<file path="config.mk">
export PLATFORM = sky130hd
export DESIGN_NAME = tune_string_note_parser_unit
export DESIGN_NICKNAME = d
export VERILOG_FILES = /design/src/hw/rtl/tsnp_pkg.sv /design/src/hw/rtl/tsnp_ctrl.sv /design/src/hw/rtl/tsnp_dp.sv /design/src/hw/rtl/tune_string_note_parser_unit.sv
export SDC_FILE = /design/constraint.sdc
export NUM_CORES = 1
export LEC_CHECK = 0
export ABC_AREA = 1
export BUFFER_PORTS_ARGS = -buffer_cell sky130_fd_sc_hd__buf_4
export CORE_MARGIN = 5
export CORE_UTILIZATION = 30
export CTS_CLUSTER_DIAMETER = 50
export DETAILED_ROUTE_END_ITERATION = 10
export PLACE_DENSITY_LB_ADDON = 0.15
export SYNTH_ARGS = -nofsm -noshare
export SYNTH_HDL_FRONTEND = slang
export SYNTH_HIERARCHICAL = 1
export SYNTH_SLANG_ARGS = --single-unit
</file>
<file path="constraint.sdc">
create_clock -name clk -period 8.93 [get_ports clk]
set_input_delay 0.4465 -clock clk [delete_from_list [all_inputs] [get_ports clk]]
set_output_delay 0.4465 -clock clk [all_outputs]
set_load 0.01 [all_outputs]
</file>
<file path="src/hw/rtl/tsnp_pkg.sv">
// Shared types and constants for the tune string note parser.
// Used by tsnp_ctrl, tsnp_dp and tune_string_note_parser_unit; no dependencies.
package tsnp_pkg;

    typedef enum logic [2:0] {
        MODE_IDLE,
        MODE_OCT_WAIT,
        MODE_LEN_NUM,
        MODE_TEMPO_NUM,
        MODE_NOTE_ACC,
        MODE_NOTE_NUM,
        MODE_PAUSE_NUM
    } mode_t;

    typedef enum logic [2:0] {
        CS_IDLE,
        CS_MUL,
        CS_DIV,
        CS_DUR,
        CS_X85,
        CS_SCALE,
        CS_LOAD
    } cstate_t;

    typedef struct packed {
        logic take;   // accept the input word and parse it
        logic mul;    // form tempo * length
        logic div;    // one restoring divide step
        logic dur;    // settle duration (or saturate)
        logic x85;    // duration * 85
        logic scale;  // * reciprocal of 100
        logic load;   // move result into the output register
    } cmd_t;

    typedef struct packed {
        logic ev;       // parsed word produces an event
        logic out_free; // output register can take a result
    } sts_t;

    localparam int DUR_W      = 19;
    localparam int FREQ_W     = 13;
    localparam int DIV_STEPS  = DUR_W;
    localparam int CNT_W      = 5;
    localparam logic [DUR_W-1:0] DUR_SAT   = 19'd360000;
    localparam logic [DUR_W-1:0] DUR_PLAIN = 19'd240000;
    localparam logic [DUR_W-1:0] DUR_DOT   = 19'd360000;
    localparam int X85_W      = 25;
    localparam logic [6:0] PCT85 = 7'd85;
    // ceil(2^32 / 100): exact floor(x / 100) for x below 2^30
    localparam int RECIP_W    = 26;
    localparam logic [RECIP_W-1:0] RECIP100 = 26'd42949673;
    localparam int RECIP_SH   = 32;
    localparam int SCALE_W    = X85_W + RECIP_W;

    localparam logic [7:0] CH_NUL   = 8'h00;
    localparam logic [7:0] CH_LT    = 8'h3C;
    localparam logic [7:0] CH_GT    = 8'h3E;
    localparam logic [7:0] CH_O     = 8'h4F;
    localparam logic [7:0] CH_L     = 8'h4C;
    localparam logic [7:0] CH_T     = 8'h54;
    localparam logic [7:0] CH_P     = 8'h50;
    localparam logic [7:0] CH_A     = 8'h41;
    localparam logic [7:0] CH_G     = 8'h47;
    localparam logic [7:0] CH_MINUS = 8'h2D;
    localparam logic [7:0] CH_PLUS  = 8'h2B;
    localparam logic [7:0] CH_DOT   = 8'h2E;
    localparam logic [7:0] CH_0     = 8'h30;
    localparam logic [7:0] CH_1     = 8'h31;
    localparam logic [7:0] CH_7     = 8'h37;
    localparam logic [7:0] CH_9     = 8'h39;

    localparam logic [2:0] OCT_RST = 3'd4;
    localparam logic [2:0] OCT_MIN = 3'd1;
    localparam logic [2:0] OCT_MAX = 3'd7;

    function automatic logic [FREQ_W-1:0] base_freq(input logic [4:0] slot);
        logic [FREQ_W-1:0] f;
        case (slot)
            5'd0:  f = 13'd440;
            5'd1:  f = 13'd415;
            5'd2:  f = 13'd466;
            5'd3:  f = 13'd494;
            5'd4:  f = 13'd466;
            5'd5:  f = 13'd523;
            5'd6:  f = 13'd262;
            5'd7:  f = 13'd247;
            5'd8:  f = 13'd277;
            5'd9:  f = 13'd294;
            5'd10: f = 13'd277;
            5'd11: f = 13'd311;
            5'd12: f = 13'd330;
            5'd13: f = 13'd311;
            5'd14: f = 13'd349;
            5'd15: f = 13'd349;
            5'd16: f = 13'd330;
            5'd17: f = 13'd370;
            5'd18: f = 13'd392;
            5'd19: f = 13'd370;
            5'd20: f = 13'd415;
            default: f = 13'd440;
        endcase
        return f;
    endfunction

endpackage

</file>
<file path="src/hw/rtl/tsnp_ctrl.sv">
// Sequencer for the tune string note parser: accept, multiply, divide, scale, load.
// Depends on tsnp_pkg.
module tsnp_ctrl
    import tsnp_pkg::*;
(
    input  logic clk,
    input  logic rst_n,
    input  logic in_valid,
    input  sts_t sts,
    output logic in_ready,
    output cmd_t cmd
);

    cstate_t state_reg, state_next;
    logic [CNT_W-1:0] cnt_reg, cnt_next;

    always_ff @(posedge clk or negedge rst_n)
    begin
        if (!rst_n)
        begin
            state_reg <= CS_IDLE;
            cnt_reg   <= '0;
        end
        else
        begin
            state_reg <= state_next;
            cnt_reg   <= cnt_next;
        end
    end

    always_comb
    begin
        state_next = state_reg;
        cnt_next   = cnt_reg;
        case (state_reg)
            CS_IDLE:
            begin
                if (in_valid && sts.ev)
                    state_next = CS_MUL;
            end
            CS_MUL:
            begin
                cnt_next   = '0;
                state_next = CS_DIV;
            end
            CS_DIV:
            begin
                cnt_next = cnt_reg + 1'b1;
                if (cnt_reg == CNT_W'(DIV_STEPS - 1))
                    state_next = CS_DUR;
            end
            CS_DUR:   state_next = CS_X85;
            CS_X85:   state_next = CS_SCALE;
            CS_SCALE: state_next = CS_LOAD;
            CS_LOAD:
            begin
                if (sts.out_free)
                    state_next = CS_IDLE;
            end
            default:  state_next = CS_IDLE;
        endcase
    end

    always_comb
    begin
        cmd      = '0;
        in_ready = 1'b0;
        case (state_reg)
            CS_IDLE:
            begin
                in_ready = 1'b1;
                cmd.take = in_valid;
            end
            CS_MUL:   cmd.mul   = 1'b1;
            CS_DIV:   cmd.div   = 1'b1;
            CS_DUR:   cmd.dur   = 1'b1;
            CS_X85:   cmd.x85   = 1'b1;
            CS_SCALE: cmd.scale = 1'b1;
            CS_LOAD:  cmd.load  = sts.out_free;
            default:  cmd       = '0;
        endcase
    end

endmodule

</file>
<file path="src/hw/rtl/tsnp_dp.sv">
// Datapath for the tune string note parser: parser state, divider, scaler, output register.
// Depends on tsnp_pkg.
module tsnp_dp
    import tsnp_pkg::*;
#(
    parameter int NUMBER_MAX = 999
)
(
    input  logic        clk,
    input  logic        rst_n,
    input  logic [7:0]  ch,
    input  cmd_t        cmd,
    output sts_t        sts,
    input  logic        out_ready,
    output logic        out_valid,
    output logic [55:0] out_data
);

    localparam int NW = $clog2(NUMBER_MAX + 1);
    localparam int PW = 2 * NW;
    localparam logic [NW-1:0] NMAX  = NW'(NUMBER_MAX);
    localparam logic [NW-1:0] T_RST = NW'(120);
    localparam logic [NW-1:0] L_RST = NW'(4);

    mode_t           mode_reg, mode_next;
    logic [2:0]      oct_reg, oct_next;
    logic [NW-1:0]   tempo_reg, tempo_next;
    logic [NW-1:0]   dlen_reg, dlen_next;
    logic [NW-1:0]   num_reg, num_next;
    logic [4:0]      slot_reg, slot_next;

    logic            ev, ev_pause, ev_dot, go, is_dig;
    logic [NW+3:0]   acc_wide;
    logic [NW-1:0]   acc;
    logic [NW-1:0]   ev_len;
    logic [FREQ_W-1:0] ev_freq, bf;

    // event job registers
    logic              job_pause_reg, job_dot_reg, job_sat_reg;
    logic [FREQ_W-1:0] job_freq_reg;
    logic [NW-1:0]     job_tempo_reg, job_len_reg;
    logic [PW-1:0]     prod_reg;
    logic [PW-1:0]     rem_reg;
    logic [DUR_W-1:0]  quo_reg;
    logic [PW:0]       rem_sh;
    logic [DUR_W-1:0]  dur_reg;
    logic [X85_W-1:0]  x85_reg;
    logic [SCALE_W-1:0] scale_reg;

    logic              out_valid_reg;
    logic              o_pause_reg;
    logic [FREQ_W-1:0] o_freq_reg;
    logic [DUR_W-1:0]  o_dur_reg, o_snd_reg;

    assign is_dig   = (ch >= CH_0) && (ch <= CH_9);
    assign acc_wide = (NW+4)'(num_reg) * (NW+4)'(10) + (NW+4)'(ch - CH_0);
    assign acc      = (acc_wide > (NW+4)'(NMAX)) ? NMAX : acc_wide[NW-1:0];
    assign ev_len   = (num_reg != '0) ? num_reg : dlen_reg;
    assign bf       = base_freq((slot_reg < 5'd21) ? slot_reg : 5'd0);
    assign ev_freq  = (oct_reg < OCT_RST) ? (bf >> (OCT_RST - oct_reg))
                                          : (bf << (oct_reg - OCT_RST));

    always_comb
    begin
        mode_next  = mode_reg;
        oct_next   = oct_reg;
        tempo_next = tempo_reg;
        dlen_next  = dlen_reg;
        num_next   = num_reg;
        slot_next  = slot_reg;
        ev         = 1'b0;
        ev_pause   = 1'b0;
        ev_dot     = 1'b0;
        go         = 1'b1;
        case (mode_reg)
            MODE_OCT_WAIT:
            begin
                mode_next = MODE_IDLE;
                if (ch >= CH_1 && ch <= CH_7)
                begin
                    oct_next = ch[2:0];
                    go       = 1'b0;
                end
            end
            MODE_LEN_NUM, MODE_TEMPO_NUM:
            begin
                if (is_dig)
                begin
                    num_next = acc;
                    go       = 1'b0;
                end
                else
                begin
                    if (mode_reg == MODE_TEMPO_NUM)
                        tempo_next = num_reg;
                    else if (num_reg != '0)
                        dlen_next = num_reg;
                    mode_next = MODE_IDLE;
                end
            end
            MODE_NOTE_ACC, MODE_NOTE_NUM, MODE_PAUSE_NUM:
            begin
                if (mode_reg == MODE_NOTE_ACC && (ch == CH_MINUS || ch == CH_PLUS))
                begin
                    slot_next = slot_reg + ((ch == CH_MINUS) ? 5'd1 : 5'd2);
                    mode_next = MODE_NOTE_NUM;
                    go        = 1'b0;
                end
                else if (is_dig)
                begin
                    num_next  = acc;
                    mode_next = (mode_reg == MODE_NOTE_ACC) ? MODE_NOTE_NUM : mode_reg;
                    go        = 1'b0;
                end
                else
                begin
                    ev        = 1'b1;
                    ev_pause  = (mode_reg == MODE_PAUSE_NUM);
                    ev_dot    = (ch == CH_DOT);
                    mode_next = MODE_IDLE;
                    if (ev_dot)
                        go = 1'b0;
                end
            end
            default: mode_next = MODE_IDLE;
        endcase

        if (go)
        begin
            if (ch == CH_NUL)
            begin
                mode_next  = MODE_IDLE;
                oct_next   = OCT_RST;
                tempo_next = T_RST;
                dlen_next  = L_RST;
                num_next   = '0;
                slot_next  = '0;
            end
            else if (ch == CH_LT)
            begin
                if (oct_reg > OCT_MIN)
                    oct_next = oct_reg - 3'd1;
            end
            else if (ch == CH_GT)
            begin
                if (oct_reg < OCT_MAX)
                    oct_next = oct_reg + 3'd1;
            end
            else if (ch == CH_O)
                mode_next = MODE_OCT_WAIT;
            else if (ch == CH_L)
            begin
                mode_next = MODE_LEN_NUM;
                num_next  = '0;
            end
            else if (ch == CH_T)
            begin
                mode_next = MODE_TEMPO_NUM;
                num_next  = '0;
            end
            else if (ch == CH_P)
            begin
                mode_next = MODE_PAUSE_NUM;
                num_next  = '0;
            end
            else if (ch >= CH_A && ch <= CH_G)
            begin
                slot_next = 5'((ch - CH_A) * 8'd3);
                mode_next = MODE_NOTE_ACC;
                num_next  = '0;
            end
        end
    end

    assign sts.ev       = ev;
    assign sts.out_free = !out_valid_reg || out_ready;
    assign rem_sh       = {rem_reg, quo_reg[DUR_W-1]};

    always_ff @(posedge clk or negedge rst_n)
    begin
        if (!rst_n)
        begin
            mode_reg      <= MODE_IDLE;
            oct_reg       <= OCT_RST;
            tempo_reg     <= T_RST;
            dlen_reg      <= L_RST;
            num_reg       <= '0;
            slot_reg      <= '0;
            out_valid_reg <= 1'b0;
        end
        else
        begin
            if (cmd.take)
            begin
                mode_reg  <= mode_next;
                oct_reg   <= oct_next;
                tempo_reg <= tempo_next;
                dlen_reg  <= dlen_next;
                num_reg   <= num_next;
                slot_reg  <= slot_next;
            end
            if (cmd.load)
                out_valid_reg <= 1'b1;
            else if (out_ready)
                out_valid_reg <= 1'b0;
        end
    end

    always_ff @(posedge clk)
    begin
        if (cmd.take && ev)
        begin
            job_pause_reg <= ev_pause;
            job_dot_reg   <= ev_dot;
            job_freq_reg  <= ev_pause ? '0 : ev_freq;
            job_tempo_reg <= tempo_reg;
            job_len_reg   <= ev_len;
        end
        if (cmd.mul)
        begin
            prod_reg    <= PW'(job_tempo_reg) * PW'(job_len_reg);
            job_sat_reg <= (job_tempo_reg == '0) || (job_len_reg == '0);
            rem_reg     <= '0;
            quo_reg     <= job_dot_reg ? DUR_DOT : DUR_PLAIN;
        end
        if (cmd.div)
        begin
            // restoring step: shift in the next dividend bit, subtract when it fits
            if (rem_sh >= {1'b0, prod_reg})
            begin
                rem_reg <= PW'(rem_sh - {1'b0, prod_reg});
                quo_reg <= {quo_reg[DUR_W-2:0], 1'b1};
            end
            else
            begin
                rem_reg <= rem_sh[PW-1:0];
                quo_reg <= {quo_reg[DUR_W-2:0], 1'b0};
            end
        end
        if (cmd.dur)
            dur_reg <= job_sat_reg ? DUR_SAT : quo_reg;
        if (cmd.x85)
            x85_reg <= X85_W'(dur_reg) * X85_W'(PCT85);
        if (cmd.scale)
            scale_reg <= SCALE_W'(x85_reg) * SCALE_W'(RECIP100);
        if (cmd.load)
        begin
            o_pause_reg <= job_pause_reg;
            o_freq_reg  <= job_freq_reg;
            o_dur_reg   <= dur_reg;
            o_snd_reg   <= scale_reg[RECIP_SH +: DUR_W];
        end
    end

    assign out_valid = out_valid_reg;
    assign out_data  = {4'b0, o_snd_reg, o_dur_reg, o_freq_reg, o_pause_reg};

endmodule

</file>
<file path="src/hw/rtl/tune_string_note_parser_unit.sv">
// Top level of the tune string note parser: stream ports, sequencer and datapath.
// Depends on tsnp_pkg, tsnp_ctrl and tsnp_dp.
//
// Usage:
//   s_axis carries one tune character per word (ASCII, 0 ends the tune and
//   restores octave 4, tempo 120, length 4). m_axis carries one event per
//   note or pause that a character completes.
//   A character that completes no event is taken in the idle state and input
//   stays ready. A character that completes an event is parsed, then
//   tempo * length is formed, 19 restoring divide steps run, three steps
//   settle the duration and scale it by 85/100, and the result is loaded
//   into the output register; input is held off while this sequence runs.
//   The result waits in an output register; input is accepted again as soon
//   as it is loaded, so a stalled receiver only holds the block when a
//   second event is ready before the first one is taken.
//   Reset (rst_n low, asynchronous) clears parser state to its defaults and
//   drops any pending output word.
module tune_string_note_parser_unit
    import tsnp_pkg::*;
#(
    parameter int NUMBER_MAX = 999
)
(
    input  logic        clk,
    input  logic        rst_n,
    input  logic        s_axis_tvalid,
    output logic        s_axis_tready,
    input  logic [7:0]  s_axis_tdata,   // [7:0] ch
    output logic        m_axis_tvalid,
    input  logic        m_axis_tready,
    output logic [55:0] m_axis_tdata    // [0] is_pause, [13:1] freq_hz,
                                        // [32:14] duration_ms, [51:33] sound_ms
);

    cmd_t cmd;
    sts_t sts;

    tsnp_ctrl u_ctrl (
        .clk      (clk),
        .rst_n    (rst_n),
        .in_valid (s_axis_tvalid),
        .sts      (sts),
        .in_ready (s_axis_tready),
        .cmd      (cmd)
    );

    tsnp_dp #(
        .NUMBER_MAX (NUMBER_MAX)
    ) u_dp (
        .clk       (clk),
        .rst_n     (rst_n),
        .ch        (s_axis_tdata),
        .cmd       (cmd),
        .sts       (sts),
        .out_ready (m_axis_tready),
        .out_valid (m_axis_tvalid),
        .out_data  (m_axis_tdata)
    );

endmodule

</file>
Yosys cells after proc, flatten, opt, wreduce, memory -nomap -nowiden

Memories as Yosys holds them, arrays and structs flattened.
Cells that the tools add are included.

Bits in registers: 292
ROM bits: 320
Bits of input ports: 12
Word-level logic and storage cells: 196
Memories kept: 1

Memory list:

| name            | words | width | read ports | clocked after memory_dff | write ports | RTL line       | RTL |
|---|---|---|---|---|---|---|---|
| (no name shown) | 32    | 10    | 1          | 0                        | 0           | tsnp_pkg.sv:78 | `case (slot)` |

Add/subtract/negate cells: 10
$mul: 5
Magnitude comparators: 12
Equality and inequality tests: 25
Shifts and indexed selects: 2
Multiplexer cells: 93
Bitwise gates (word level): 1
Reduce and logical (&&, ||, !) cells: 22

Operators by type and width:

| cell                   | number |
|---|---|
| $mux 10                | 23 |
| $mux 3                 | 24 |
| $mux 20                | 3 |
| $mux 5                 | 12 |
| $mux 19                | 3 |
| $mul 25x26->51 const B | 1 |
| $eq 8x6->1 const B     | 5 |
| $eq 8x7->1 const B     | 4 |
| $mul 19x7->25 const B  | 1 |
| $ge 21x20->1           | 1 |
| $mux 1                 | 21 |
| $pmux 3 s7             | 1 |
| $logic_not 10->1       | 2 |
| $mul 10x10->20         | 1 |
| $pmux 10 s2            | 1 |
| $sub 20x20->20         | 1 |
| $eq 3x3->1 const B     | 6 |
| $ge 8x6->1 const B     | 2 |
| $le 8x6->1 const B     | 2 |
| $add 14x14->14         | 1 |
| $gt 14x10->1 const B   | 1 |
| $mul 10x3->13 const B  | 1 |
| $mux 13                | 1 |
| $shl 13x3->13          | 1 |
| 34 further kinds       | 51 |

Longest topological paths before layout

Depth after elaboration: 16
Depth in mapped cells: 27
Mapped depth without buffers: 27

Cells and area by module

The synthesis kept the hierarchy.

By module, submodules not included:

| module    | instances | cells an instance | area an instance (µm²) |
|---|---|---|---|
| tsnp_dp   | 1         | 3,441             | 30,148.9 |
| tsnp_ctrl | 1         | 73                | 520.5 |

Least setup slack after synthesis

No wires, ideal clock.

Path kind: reg2reg
Start: reg u_dp.x85_reg[8]
End: reg u_dp.scale_reg[45], data pin
Setup time: 258 ps
Data arrival time: 5,562 ps
Required time: 8,672 ps
Slack: 3,110 ps
Cell stages (with the launch flop): 21
Path buffers: 0
Period minus slack after synthesis: 5,820 ps
Path through: edfxtp_1 > fa_1 > inv_1 > fa_1 > inv_1 > fa_1 > fa_1 > inv_1 > fa_1 > inv_1 > fa_1 > fa_1 > ha_1 > nand2_1 > nor2_1 > inv_1 > nor4_1 > nand4_1 > nand3_1 > a21oi_1 > xnor2_1

Word-level cells in the longest chain between the ends: 1

Ends and longest elaborated chain:

| element                | RTL line       | RTL |
|---|---|---|
| from (decl)            | tsnp_dp.sv:47  | `logic [X85_W-1:0] x85_reg;` |
| from (signal assigned) | tsnp_dp.sv:243 | `x85_reg <= X85_W'(dur_reg) * X85_W'(PCT85);` |
| $mul 25x26->51         | tsnp_dp.sv:245 | `scale_reg <= SCALE_W'(x85_reg) * SCALE_W'(RECIP100);` |
| to (signal assigned)   | tsnp_dp.sv:245 |  |
| to (decl)              | tsnp_dp.sv:48  | `logic [SCALE_W-1:0] scale_reg;` |

No other way between the ends.
A chain may end at the register's enable or synchronous reset.

Worst setup path in the final report

Start: reg u_dp.x85_reg[14]
End: reg u_dp.scale_reg[43], data pin

Same word-level chain as after synthesis.

==> out/metrics.cfg <==
[outcome]
status=finished, final reports clean

[worst_hold_path]
worstHoldStart=s_axis_tdata[0]
holdPathStages=4
hold_class=in -> reg
hold_end=u_dp/slot_reg[1]

[setup_path]
worstReg2RegStart=u_dp/x85_reg[14]
reg2reg_depth=20
worstSetupStartpointType=flip-flop
worstPathArrival_ns=6.77
cp.required_ns=9.28
path_delay_family=adder cells
timing.critical_path.buf_inv=4
crit_type=reg -> reg
cpMaxStageDelayCell=fa_1
worst-path-stages=20
reg2reg_to=u_dp/scale_reg[43]
cp-startpoint=u_dp/x85_reg[14]
path_cells=fa_1, inv_1, fa_1, inv_1, fa_1, fa_1, inv_1, fa_1, inv_1, fa_1, fa_1, ha_1, nand2_1, nor2_1, nand2_1, nor4_1, nand4_1, nand3_1, a21oi_1, xnor2_1
critical_path.max_stage_delay_ns=0.59
reg2reg_slack_ns=2.51
crit_top_cell=fa_1
critical_path.max_fanout=8
end_kind=flip-flop

[synthesis]
synth.area.top_cells=edfxtp_1 21%, fa_1 20%, ha_1 19%
synth_seq_area_share=0.247
yosys_warnings=6
synthDistinctLibCells=57
synth-seq-cells=260
yosys.area.top_type=edfxtp_1
synth_edf_count=210
netlist_area_um2=30700
syn_avg_cell_area_um2=8.73
syn_inst=3514
synth-async-reset-ratio=0.192
synth_ff_type=edfxtp_1
synth_top_area_share=0.206

[grt]
grt_pass1_vias=23100
grt_pass1_wl_um=135000
grt_start_max_net_pins=51
overflow=0
antenna_found_initial=2
grt_usage=0.159

[timing]
hold_viol_final=0
fmax_mhz=156
fin_setup_tns_ns=0
worst_pin_slew_ns=1.06
slew_headroom=0.291
rsz0062_at_grt=false
drv_slew=0
final.min_clock_period_ns=6.42
fin_crit_sh=0.719
setup_violations=0
skew_ns=0.0197

[final_layout]
most-common-layout-cells=865 x inv_1, 580 x nand2_1, 455 x ha_1
largest_register_ffs=25
layout_commonest_cell=inv_1
syn2layout_area_growth_pct=12.0
drive_above_1_share=0.0609
layout.nets=4364

[floorplan]
io_pins=70
die_y_um=330
core_area_um2=102000
row_count=117
initial_utilization=0.302
die_w_um=330
die-area_um2=109000

[routing]
wire_per_inst_um=17.2
via_count=22600
wirelength_um=85700
ant_nets=0
drc=0
via_per_inst=4.52
drtPass1Iterations=5
drt_iter0_markers=1152

[clock_tree]
cts-htree-levels=2
cts_resized=0
clock_latency_ns=0.61
cts_made_buffers=48
tritoncts=yes
clockBufferDepth=3
cts_sinks=260
postCtsSetupBuffers=0
clk_pin_slew_worst_paths_ns=0.06
cts_root_buf=clkbuf_16

[place]
routabilityCongestion=0.873
dp_hpwl_um=72500
port_buffers=65

[job]
maxCapViolCount=0

-- per-stage QoR --
stage,utilization,hold WS (ns),instance area [µm²],std cells,worst slack (ns)
final,0.338,0.194,34400,4995,2.51
after global routing,0.338,0.190,34400,4994,2.00
after CTS,0.338,0.145,34400,4994,2.43
after detailed placement,0.322,0.405,32700,4904,2.44
after global placement,0.322,0.403,32700,4904,2.63
after floorplan,-,0.151,30700,3517,3.11
-- layout make-up --
class / instances / area, µm²
Antenna cell: 1 / 2.50
Sequential cell: 260 / 7560
Clock buffer: 52 / 1220
Timing Repair Buffer: 77 / 581
Tap cell: 1368 / 1710
Multi-Input combinational cell: 2322 / 19600
Inverter: 878 / 3300
Fill cell: 10800 / 67200
Clock inverter: 37 / 394
-- synth_stat cells (7+ instances only) --
cell,number
fa_1,310
clkbuf_1,40
a21o_1,18
inv_2,10
nand4_1,31
buf_2,8
xor2_1,63
o21bai_1,14
nor2_1,195
ha_1,455
dfrtp_1,44
inv_1,865
edfxtp_1,210
nand2_1,580
nand2_2,12
nand3_1,119
xnor2_1,37
o21ai_0,150
buf_4,7
o211ai_1,13
nor4_1,16
nor3_1,30
a21oi_1,161
a31oi_1,21
o22ai_1,20
-- logic make-up (layout without fill, tap and decap cells) --
| family | count (synthesis) | after routing | synth area share |
|---|---|---|---|
| xor gates and xnor gates | 100 | 100 | 0.0286 |
| buffers and inverters | 935 | 1044 | 0.116 |
| AOI/OAI and AO/OA | 437 | 437 | 0.0802 |
| DFF | 260 | 260 | 0.247 |
| other | 1 | 5 | 0.000122 |
| and+or+nand+nor | 1016 | 1016 | 0.141 |
| adders and majority gates | 765 | 765 | 0.388 |
-- timing repair --
item	CTS	global route
endpoints found under the setup margin	0	0
hold buffers	1	0
endpoints found under the hold margin	44	0
-- metal layers --
metal / GRT usage / up-vias / routed length (µm)
li1: - / 11300 / -
met1: 0.227 / 10900 / 41400
met2: 0.258 / 308 / 39300
met3: 0.0196 / 73 / 3240
met4: 0.0380 / 0 / 1790
met5: 0 / - / 0
-- tightest hold or removal path: stages --
cell     delay [ns]
buf_4          0.13
nand2_1        0.05
nand3_1        0.07
a21oi_1        0.06
-- how the worst max path moves through the flow --
stage / endpoint / slack [ns]
finish: u_dp/scale_reg[43] / 2.51
global route: u_dp/scale_reg[47] / 2.00
CTS: u_dp/scale_reg[43] / 2.43
detailed placement: u_dp/scale_reg[43] / 2.44
global placement: u_dp/scale_reg[43] / 2.63
floorplan: u_dp/scale_reg[45] / 3.11
Power is not shown: default switching activity piles up to over one toggle a cycle in this logic, so the estimate is an artifact.
